<file path="config.mk">
export PLATFORM = sky130hd
export DESIGN_NAME = lbhr_div
export DESIGN_NICKNAME = d
export VERILOG_FILES = /design/src/rtl/core/lbhr_pkg.sv /design/src/rtl/core/lbhr_div.sv
export SDC_FILE = /design/constraint.sdc
export NUM_CORES = 1
export LEC_CHECK = 0
export ABC_AREA = 0
export BUFFER_PORTS_ARGS = -buffer_cell sky130_fd_sc_hd__buf_2
export CORE_ASPECT_RATIO = 1.25
export CORE_MARGIN = 3
export CORE_UTILIZATION = 49
export CTS_CLUSTER_DIAMETER = 50
export DETAILED_ROUTE_END_ITERATION = 16
export GPL_ROUTABILITY_DRIVEN = 0
export PLACE_DENSITY = 0.77
export SETUP_SLACK_MARGIN = 0.3
export SLEW_MARGIN = 20
export SYNTH_ARGS = -nofsm -noshare
export SYNTH_HDL_FRONTEND = slang
export SYNTH_SLANG_ARGS = --single-unit
</file>
<file path="constraint.sdc">
create_clock -name clk -period 2.7 [get_ports clk]
set_input_delay 0 -clock clk [delete_from_list [all_inputs] [get_ports clk]]
set_output_delay 0 -clock clk [all_outputs]
set_load 0.01 [all_outputs]
</file>
<file path="src/rtl/core/lbhr_pkg.sv">
// shared types, widths and codes of the length binned hit ratio engine
`default_nettype none
package lbhr_pkg;

  localparam int DEF_TABLE_DEPTH = 1024;

  localparam int CMD_W      = 3;
  localparam int ID_W       = 31;
  localparam int LEN_W      = 24;
  localparam int HITS_W     = 16;
  localparam int BS_W       = 11;
  localparam int TOL_W      = 9;
  localparam int TOT_W      = 24;
  localparam int ST_W       = 3;
  localparam int RATIO_W    = 27;
  localparam int CFG_IDX_W  = 2;
  localparam int CFG_DATA_W = 24;

  localparam int SUM_W      = HITS_W + BS_W;
  localparam int NUM_W      = SUM_W + BS_W;
  localparam int FRAC_W     = 16;
  localparam int DIV_NW     = NUM_W + FRAC_W;
  localparam int DIV_DW     = BS_W + TOT_W;
  localparam int DIV_CNT_W  = $clog2(DIV_NW + 1);
  localparam int MUL_TW     = TOL_W + BS_W;

  localparam logic [HITS_W-1:0]  HITS_MAX  = '1;
  localparam logic [TOT_W-1:0]   TOT_MAX   = '1;
  localparam logic [RATIO_W-1:0] RATIO_MAX = '1;

  localparam logic [BS_W-1:0]   RST_BIN_SIZE  = BS_W'(64);
  localparam logic [TOL_W-1:0]  RST_TOLERANCE = TOL_W'(205);
  localparam logic [LEN_W-1:0]  RST_MIN_LEN   = '0;

  typedef enum logic [CMD_W-1:0] {
    CMD_CLEAR  = 3'd0,
    CMD_LOAD   = 3'd1,
    CMD_HIT    = 3'd2,
    CMD_FINISH = 3'd3,
    CMD_NEXT   = 3'd4
  } cmd_t;

  typedef enum logic [ST_W-1:0] {
    STS_OK      = 3'd0,
    STS_FULL    = 3'd1,
    STS_UNKNOWN = 3'd2,
    STS_PHASE   = 3'd3,
    STS_NOHITS  = 3'd4,
    STS_NOBINS  = 3'd5
  } status_t;

  typedef enum logic [1:0] {
    PH_LOADING = 2'd0,
    PH_BINNING = 2'd1,
    PH_DONE    = 2'd2
  } phase_t;

  typedef enum logic [CFG_IDX_W-1:0] {
    CFG_BIN_SIZE   = 2'd0,
    CFG_TOLERANCE  = 2'd1,
    CFG_MIN_LENGTH = 2'd2
  } cfg_idx_t;

  typedef enum logic [3:0] {
    ST_IDLE, ST_HREAD, ST_HCMP, ST_SORT_I, ST_SKEY, ST_SCMP, ST_SPLACE,
    ST_PICK, ST_PICK_WAIT, ST_BSUM, ST_BMED, ST_BMUL, ST_BDIV, ST_BWAIT,
    ST_OUT
  } state_t;

  typedef struct packed {
    logic [ID_W-1:0]   id;
    logic [LEN_W-1:0]  len;
    logic [HITS_W-1:0] hits;
  } entry_t;

  typedef struct packed {
    logic              start;
    logic [DIV_NW-1:0] num;
    logic [DIV_DW-1:0] den;
  } div_req_t;

  typedef struct packed {
    logic              done;
    logic [DIV_NW-1:0] quot;
    logic [DIV_DW-1:0] rem;
  } div_rsp_t;

  typedef struct packed {
    status_t            status;
    logic [BS_W-1:0]    bin_size_used;
    logic [LEN_W-1:0]   median_len;
    logic [RATIO_W-1:0] ratio_q16;
    logic [BS_W-1:0]    bin_count;
    logic               last;
  } result_t;

endpackage
`default_nettype wire

</file>
<file path="src/rtl/core/lbhr_div.sv">
// restoring divider, one quotient bit per cycle, shared by bin pick and ratio
`default_nettype none
module lbhr_div (
  input  wire logic               clk,
  input  wire logic               rst_n,
  input  wire lbhr_pkg::div_req_t req,
  output      lbhr_pkg::div_rsp_t rsp
);
  import lbhr_pkg::*;

  logic                 busy_r, busy_nxt;
  logic                 done_r, done_nxt;
  logic [DIV_CNT_W-1:0] cnt_r, cnt_nxt;
  logic [DIV_NW-1:0]    n_r, n_nxt;
  logic [DIV_DW:0]      r_r, r_nxt;
  logic [DIV_DW-1:0]    d_r, d_nxt;
  logic [DIV_DW:0]      r_sh;
  logic                 ge;

  always_comb begin
    busy_nxt = busy_r;
    done_nxt = 1'b0;
    cnt_nxt  = cnt_r;
    n_nxt    = n_r;
    r_nxt    = r_r;
    d_nxt    = d_r;
    r_sh     = {r_r[DIV_DW-1:0], n_r[DIV_NW-1]};
    ge       = r_sh >= {1'b0, d_r};
    if (req.start) begin
      busy_nxt = 1'b1;
      cnt_nxt  = DIV_CNT_W'(DIV_NW);
      n_nxt    = req.num;
      r_nxt    = '0;
      d_nxt    = req.den;
    end else if (busy_r) begin
      r_nxt   = ge ? (r_sh - {1'b0, d_r}) : r_sh;
      n_nxt   = {n_r[DIV_NW-2:0], ge};
      cnt_nxt = cnt_r - DIV_CNT_W'(1);
      if (cnt_r == DIV_CNT_W'(1)) begin
        busy_nxt = 1'b0;
        done_nxt = 1'b1;
      end
    end
  end

  always_ff @(posedge clk) begin
    if (!rst_n) begin
      busy_r <= 1'b0;
      done_r <= 1'b0;
      cnt_r  <= '0;
    end else begin
      busy_r <= busy_nxt;
      done_r <= done_nxt;
      cnt_r  <= cnt_nxt;
    end
    n_r <= n_nxt;
    r_r <= r_nxt;
    d_r <= d_nxt;
  end

  assign rsp.done = done_r;
  assign rsp.quot = n_r;
  assign rsp.rem  = r_r[DIV_DW-1:0];

endmodule
`default_nettype wire

</file>
After elaboration in Yosys (flattened, before gate mapping)
Cells that the tools add are included.
{"block": "word_totals", "regBits": 132, "in_bits": 92, "output_inout_bits": 90, "elab_cells": 25}
{"block": "op_classes", "n_addsub": 2, "magnitude_cmp": 1, "eq_ne": 1, "mux": 9, "n_bitwise": 2, "reduce_logical": 3}
{"op": "two-way mux 54 bit", "n": 2}
{"op": "greater-or-equal comparator 36 x 35 -> 1 bit", "n": 1}
{"op": "two-way mux 35 bit", "n": 1}
{"op": "subtractor 35 bit", "n": 1}
{"op": "two-way mux 6 bit", "n": 2}
{"op": "equality test 6 x 1 -> 1 bit (second input constant)", "n": 1}
{"op": "subtractor 6 x 1 -> 6 bit (second input constant)", "n": 1}
{"op": "two-way mux 1 bit", "n": 4}
{"op": "OR reduction 3 bit", "n": 1}
{"op": "inverter 1 bit", "n": 2}
{"op": "nonzero test 2 bit", "n": 1}
{"op": "OR reduction 2 bit", "n": 1}

Logic depth before layout (Yosys ltp)
{"block": "logic_depth", "ltp_word": 4, "ltp_mapped": 14, "ltp_nobuf": 12}

Worst setup path after synthesis
Ideal clock, no wire load.
{"block": "synth_path", "path_type": "reg2reg", "start": "reg n_r[53]", "end": "reg r_r[33]", "setup_time_ns": 0.119, "arrival_ns": 2.981, "t_required_ns": 2.581, "setup_slack_ns": -0.400, "stages_incl_launch_ff": 14, "n_path_buf": 1, "period_less_slack_ns": 3.100, "cell_sequence": "edfxtp_1 -> inv_1 -> ha_1 -> fa_1 -> nand2b_1 -> a21oi_1 -> o211ai_2 -> o211a_4 -> o21ai_1 -> a211oi_4 -> or2_0 -> buf_6 -> a41o_1 -> o21bai_1"}
{"block": "synth_between", "elab_chain_len": 2, "word_cells_on_any_way": 3, "cone_classes": "add/sub (1); order compare (1); mux (1)"}
{"element": "start, declared", "line_no": "lbhr_div.sv:14", "rtl": "logic [DIV_NW-1:0] n_r, n_nxt;"}
{"element": "start signal, assigned", "line_no": "lbhr_div.sv:56", "rtl": "n_r <= n_nxt;"}
{"element": "subtractor 35 bit / greater-or-equal comparator 36 x 35 -> 1 bit (equally long branches)", "line_no": "lbhr_div.sv:36, lbhr_div.sv:28"}
{"element": "two-way mux 35 bit (*)", "line_no": "lbhr_div.sv:36", "rtl": "r_nxt = ge ? (r_sh - {1'b0, d_r}) : r_sh;"}
{"element": "end signal, assigned", "line_no": "lbhr_div.sv:57", "rtl": "r_r <= r_nxt;"}
{"element": "end, declared", "line_no": "lbhr_div.sv:15", "rtl": "logic [DIV_DW:0] r_r, r_nxt;"}
Mark *: on every way between the ends. The rest lies on a longest branch, timed or not.
A chain may end at the register's enable or synchronous reset.

Final worst setup path
{"block": "layout_path", "start": "reg d_r[1]", "end": "reg r_r[22]"}
{"block": "layout_between", "elab_chain_len": 2, "word_cells_on_any_way": 3, "cone_classes": "add/sub (1); order compare (1); mux (1)"}
{"element": "start, declared", "line_no": "lbhr_div.sv:16", "rtl": "logic [DIV_DW-1:0] d_r, d_nxt;"}
{"element": "start signal, assigned", "line_no": "lbhr_div.sv:58", "rtl": "d_r <= d_nxt;"}
{"element": "subtractor 35 bit / greater-or-equal comparator 36 x 35 -> 1 bit (equally long branches)", "line_no": "lbhr_div.sv:36, lbhr_div.sv:28"}
{"element": "two-way mux 35 bit (*)", "line_no": "lbhr_div.sv:36"}
Marks and branches as above.

==> flow_metrics.tcl <==
set metrics [dict create \
    rows 50 \
    io_buffers 181 \
    clock_skew_ps 13.98 \
    violations "negative setup slack" \
    cts_root_buf "clkbuf_16" \
    synth_seq_cells 132 \
    area_growth_pct 49.28 \
    crit_family "compound AO/OA/AOI/OAI gates" \
    cp.arrival_ps 3200 \
    period_needed_ps 2928 \
    crit_chain "buf_6, fa_2, nand2b_4, a21oi_4, o211ai_2, o211a_4, o21ai_4, a211oi_4, buf_6, nor2_8, buf_6, buf_12, mux2i_2, a211oi_1" \
    holdWs_ps 102.2 \
    crit_path_top_delay_cell "edfxtp_1" \
    netlist_area_um2 7589 \
    syn_inst 697 \
    path_clk_slew_ps 60 \
    powerDensity_nw_per_um2 579.3 \
    synth_ff_type "edfxtp_1" \
    multi_input_area_um2 3914 \
    crit_required_ps 2970 \
    drt-vias-per-instance 5.425 \
    drt_iter0_drc 458 \
    fill_cells 995 \
    worstSetupEndpointType "flip-flop" \
    rsz0062_at_grt "true" \
    grt_pass1_wl_mm 36.85 \
    syn_avg_cell_area_um2 10.89 \
    post-dp-hpwl_mm 14.70 \
    start_util 0.5033 \
    die_w_um 117.3 \
    drive_above_1_share 0.4207 \
    regArea_um2 3535 \
    wl_per_cell_um 17.79 \
    busiest_layer "met2" \
    die_y_um 145.1 \
    slew_headroom 0.5261 \
    pin_count 182 \
    grt_pass1_vias 7540 \
    ir_drop_v 0.0004296 \
    path_common_cell "buf_6" \
    h-tree-depth 4 \
    ys_seq_area_frac 0.4656 \
    async_reset_ff_frac 0 \
    final_cell_mix "buf_2 (180), buf_4 (114), dlygate4sd3_1 (90)" \
    slew_violations 0 \
    ant_nets 0 \
    wirelength_mm 23.13 \
    cts_sinks 132 \
    num_vias 7052 \
    finalSetupViolations 36 \
    path_buf_inv 4 \
    power_mw 6.563 \
    nets 1210 \
    die-area_um2 17030 \
    post-route-period-util 1.084 \
    firstDrtPassIters 5 \
    grt_overflow 0 \
    use_met2 0.4748 \
    synth_edf_count 89 \
    fmax_ghz 0.3415 \
    tightest_slew_ps 710.8 \
    maxCapViolCount 0 \
    placed_area_um2 9455 \
    ctsLongestPathBuffers 2 \
    design_area_um2 11330 \
    status "finished with violations" \
    globalRouteMet3Util 0.06433 \
    clkLatencyLatePin_ps 420 \
    critPathKind "reg -> reg" \
    remaining_drc_errors 0 \
    grtUsageMet1 0.2952 \
    grt_antenna_before_repair 1 \
    critPathMaxStageDelay_ps 420 \
    cts_buffers 17 \
    synth_warnings 0 \
    synth.net_count 827 \
    p_leak_nw 5.029 \
    startpoint_type "flip-flop" \
    synth_cell_types 77 \
    layout_commonest_cell "buf_2" \
    min_path_type "in -> reg" \
    core_um2 15080 \
    final_core_util 0.7514 \
    cts_tree "done" \
    grt_max_degree 124 \
    report.final.hold_viol_count 0 \
    place_ws_ps -167.4 \
    layout_setup_ws_ps -228.1 \
    grt_usage 0.2667 \
    crit_fanout 8 \
]
## synth_stat cells (3+ instances only)
master | n | area share
edfxtp_1 | 89 | 0.35
nor2_1 | 56 | 0.028
mux2_2 | 53 | 0.079
nand2_1 | 49 | 0.024
a21oi_1 | 48 | 0.032
inv_1 | 47 | 0.023
dfxtp_1 | 43 | 0.11
ha_1 | 37 | 0.061
o21ai_0 | 25 | 0.016
xnor2_1 | 23 | 0.027
a211oi_1 | 22 | 0.022
clkbuf_1 | 17 | 0.0084
mux2i_1 | 16 | 0.021
a21o_1 | 15 | 0.015
nand3_1 | 14 | 0.0092
xor2_1 | 11 | 0.013
buf_6 | 8 | 0.012
nor3_1 | 8 | 0.0053
nand4_1 | 7 | 0.0058
a21boi_0 | 6 | 0.0059
and3_1 | 6 | 0.0049
nor2b_1 | 6 | 0.0049
o221ai_1 | 5 | 0.0058
nand2b_1 | 4 | 0.0033
o2111ai_1 | 4 | 0.0046
o21bai_1 | 4 | 0.0040
a211o_1 | 3 | 0.0035
a311oi_1 | 3 | 0.0035
a311oi_2 | 3 | 0.0059
a31oi_1 | 3 | 0.0025
buf_2 | 3 | 0.0020
nand4b_1 | 3 | 0.0035
o21a_1 | 3 | 0.0030
o311a_1 | 3 | 0.0040
## final cells by class
type                       count  share of cell area
inverter                      47             0.01557
clock buffer                  17             0.03755
clock inverter                13             0.01204
antenna                        1           0.0002209
tap                          208             0.02297
multi-input combinational    484              0.3455
timing repair buffer         398              0.2541
sequential                   132              0.3120
## report_power, final
part,internal (mW),total (mW),switching [mW]
sequential,2.37,2.47,0.104
combinational,0.910,1.85,0.935
clock,1.34,2.24,0.899
total,4.62,6.56,1.94
## path summary, 6_finish.rpt
kind	from	endpoint	slack, ps	cells after the start
max	d_r[1]	r_r[22]	-230	14
min	req[89]	r_r[14]	100	5
max reg2reg	d_r[1]	r_r[22]	-230	14
min reg2reg	busy_r	done_r	560	2
## flip-flops by register name (all words and copies together), names as in the netlist
register	cells
r_r	35
done_r	1
d_r	35
busy_r	1
cnt_r	6
n_r	54
## worst min-delay path, delay by kind of cell
kind | cells | cell delay [ps]
AOI/OAI and AO/OA | 2 | 140
buffers and inverters | 3 | 340
## through the flow
step,TNS [ps],std cells
global route,-9278,1300
finish,-4794,1300
CTS,-3309,1291
detailed placement,-3645,1162
floorplan,-1157,697
global placement,-1939,1162
## what timing repair did
item | 4_1_cts | 5_1_grt
endpoints found under the hold margin | 97 | 0
pin swaps | 18 | 21
buffers inserted | 8 | 8
hold buffers | 90 | 0
endpoints found under the setup margin | 36 | 36
resized for setup | 25 | 36
cloned | 1 | 0
## kinds of logic (layout without fill, tap and decap cells)
| logic type | count (synthesis) | after routing | synth area share |
|---|---|---|---|
| compound gates | 174 | 174 | 0.1682 |
| xor+xnor | 34 | 34 | 0.03924 |
| fa+ha+maj | 38 | 38 | 0.06364 |
| buf+inv | 81 | 475 | 0.05309 |
| flops | 132 | 132 | 0.4656 |
| mux | 69 | 69 | 0.09975 |
| other cells | 0 | 1 | 0 |
| simple gates | 169 | 169 | 0.1105 |
## per-layer routing
layer  part of all wire  wire (um)
met2               0.52      11960
met3              0.072       1675
met5                  0          0
met4              0.037        865
met1               0.37       8630
Note: power is estimated with default switching activity, not from simulation.
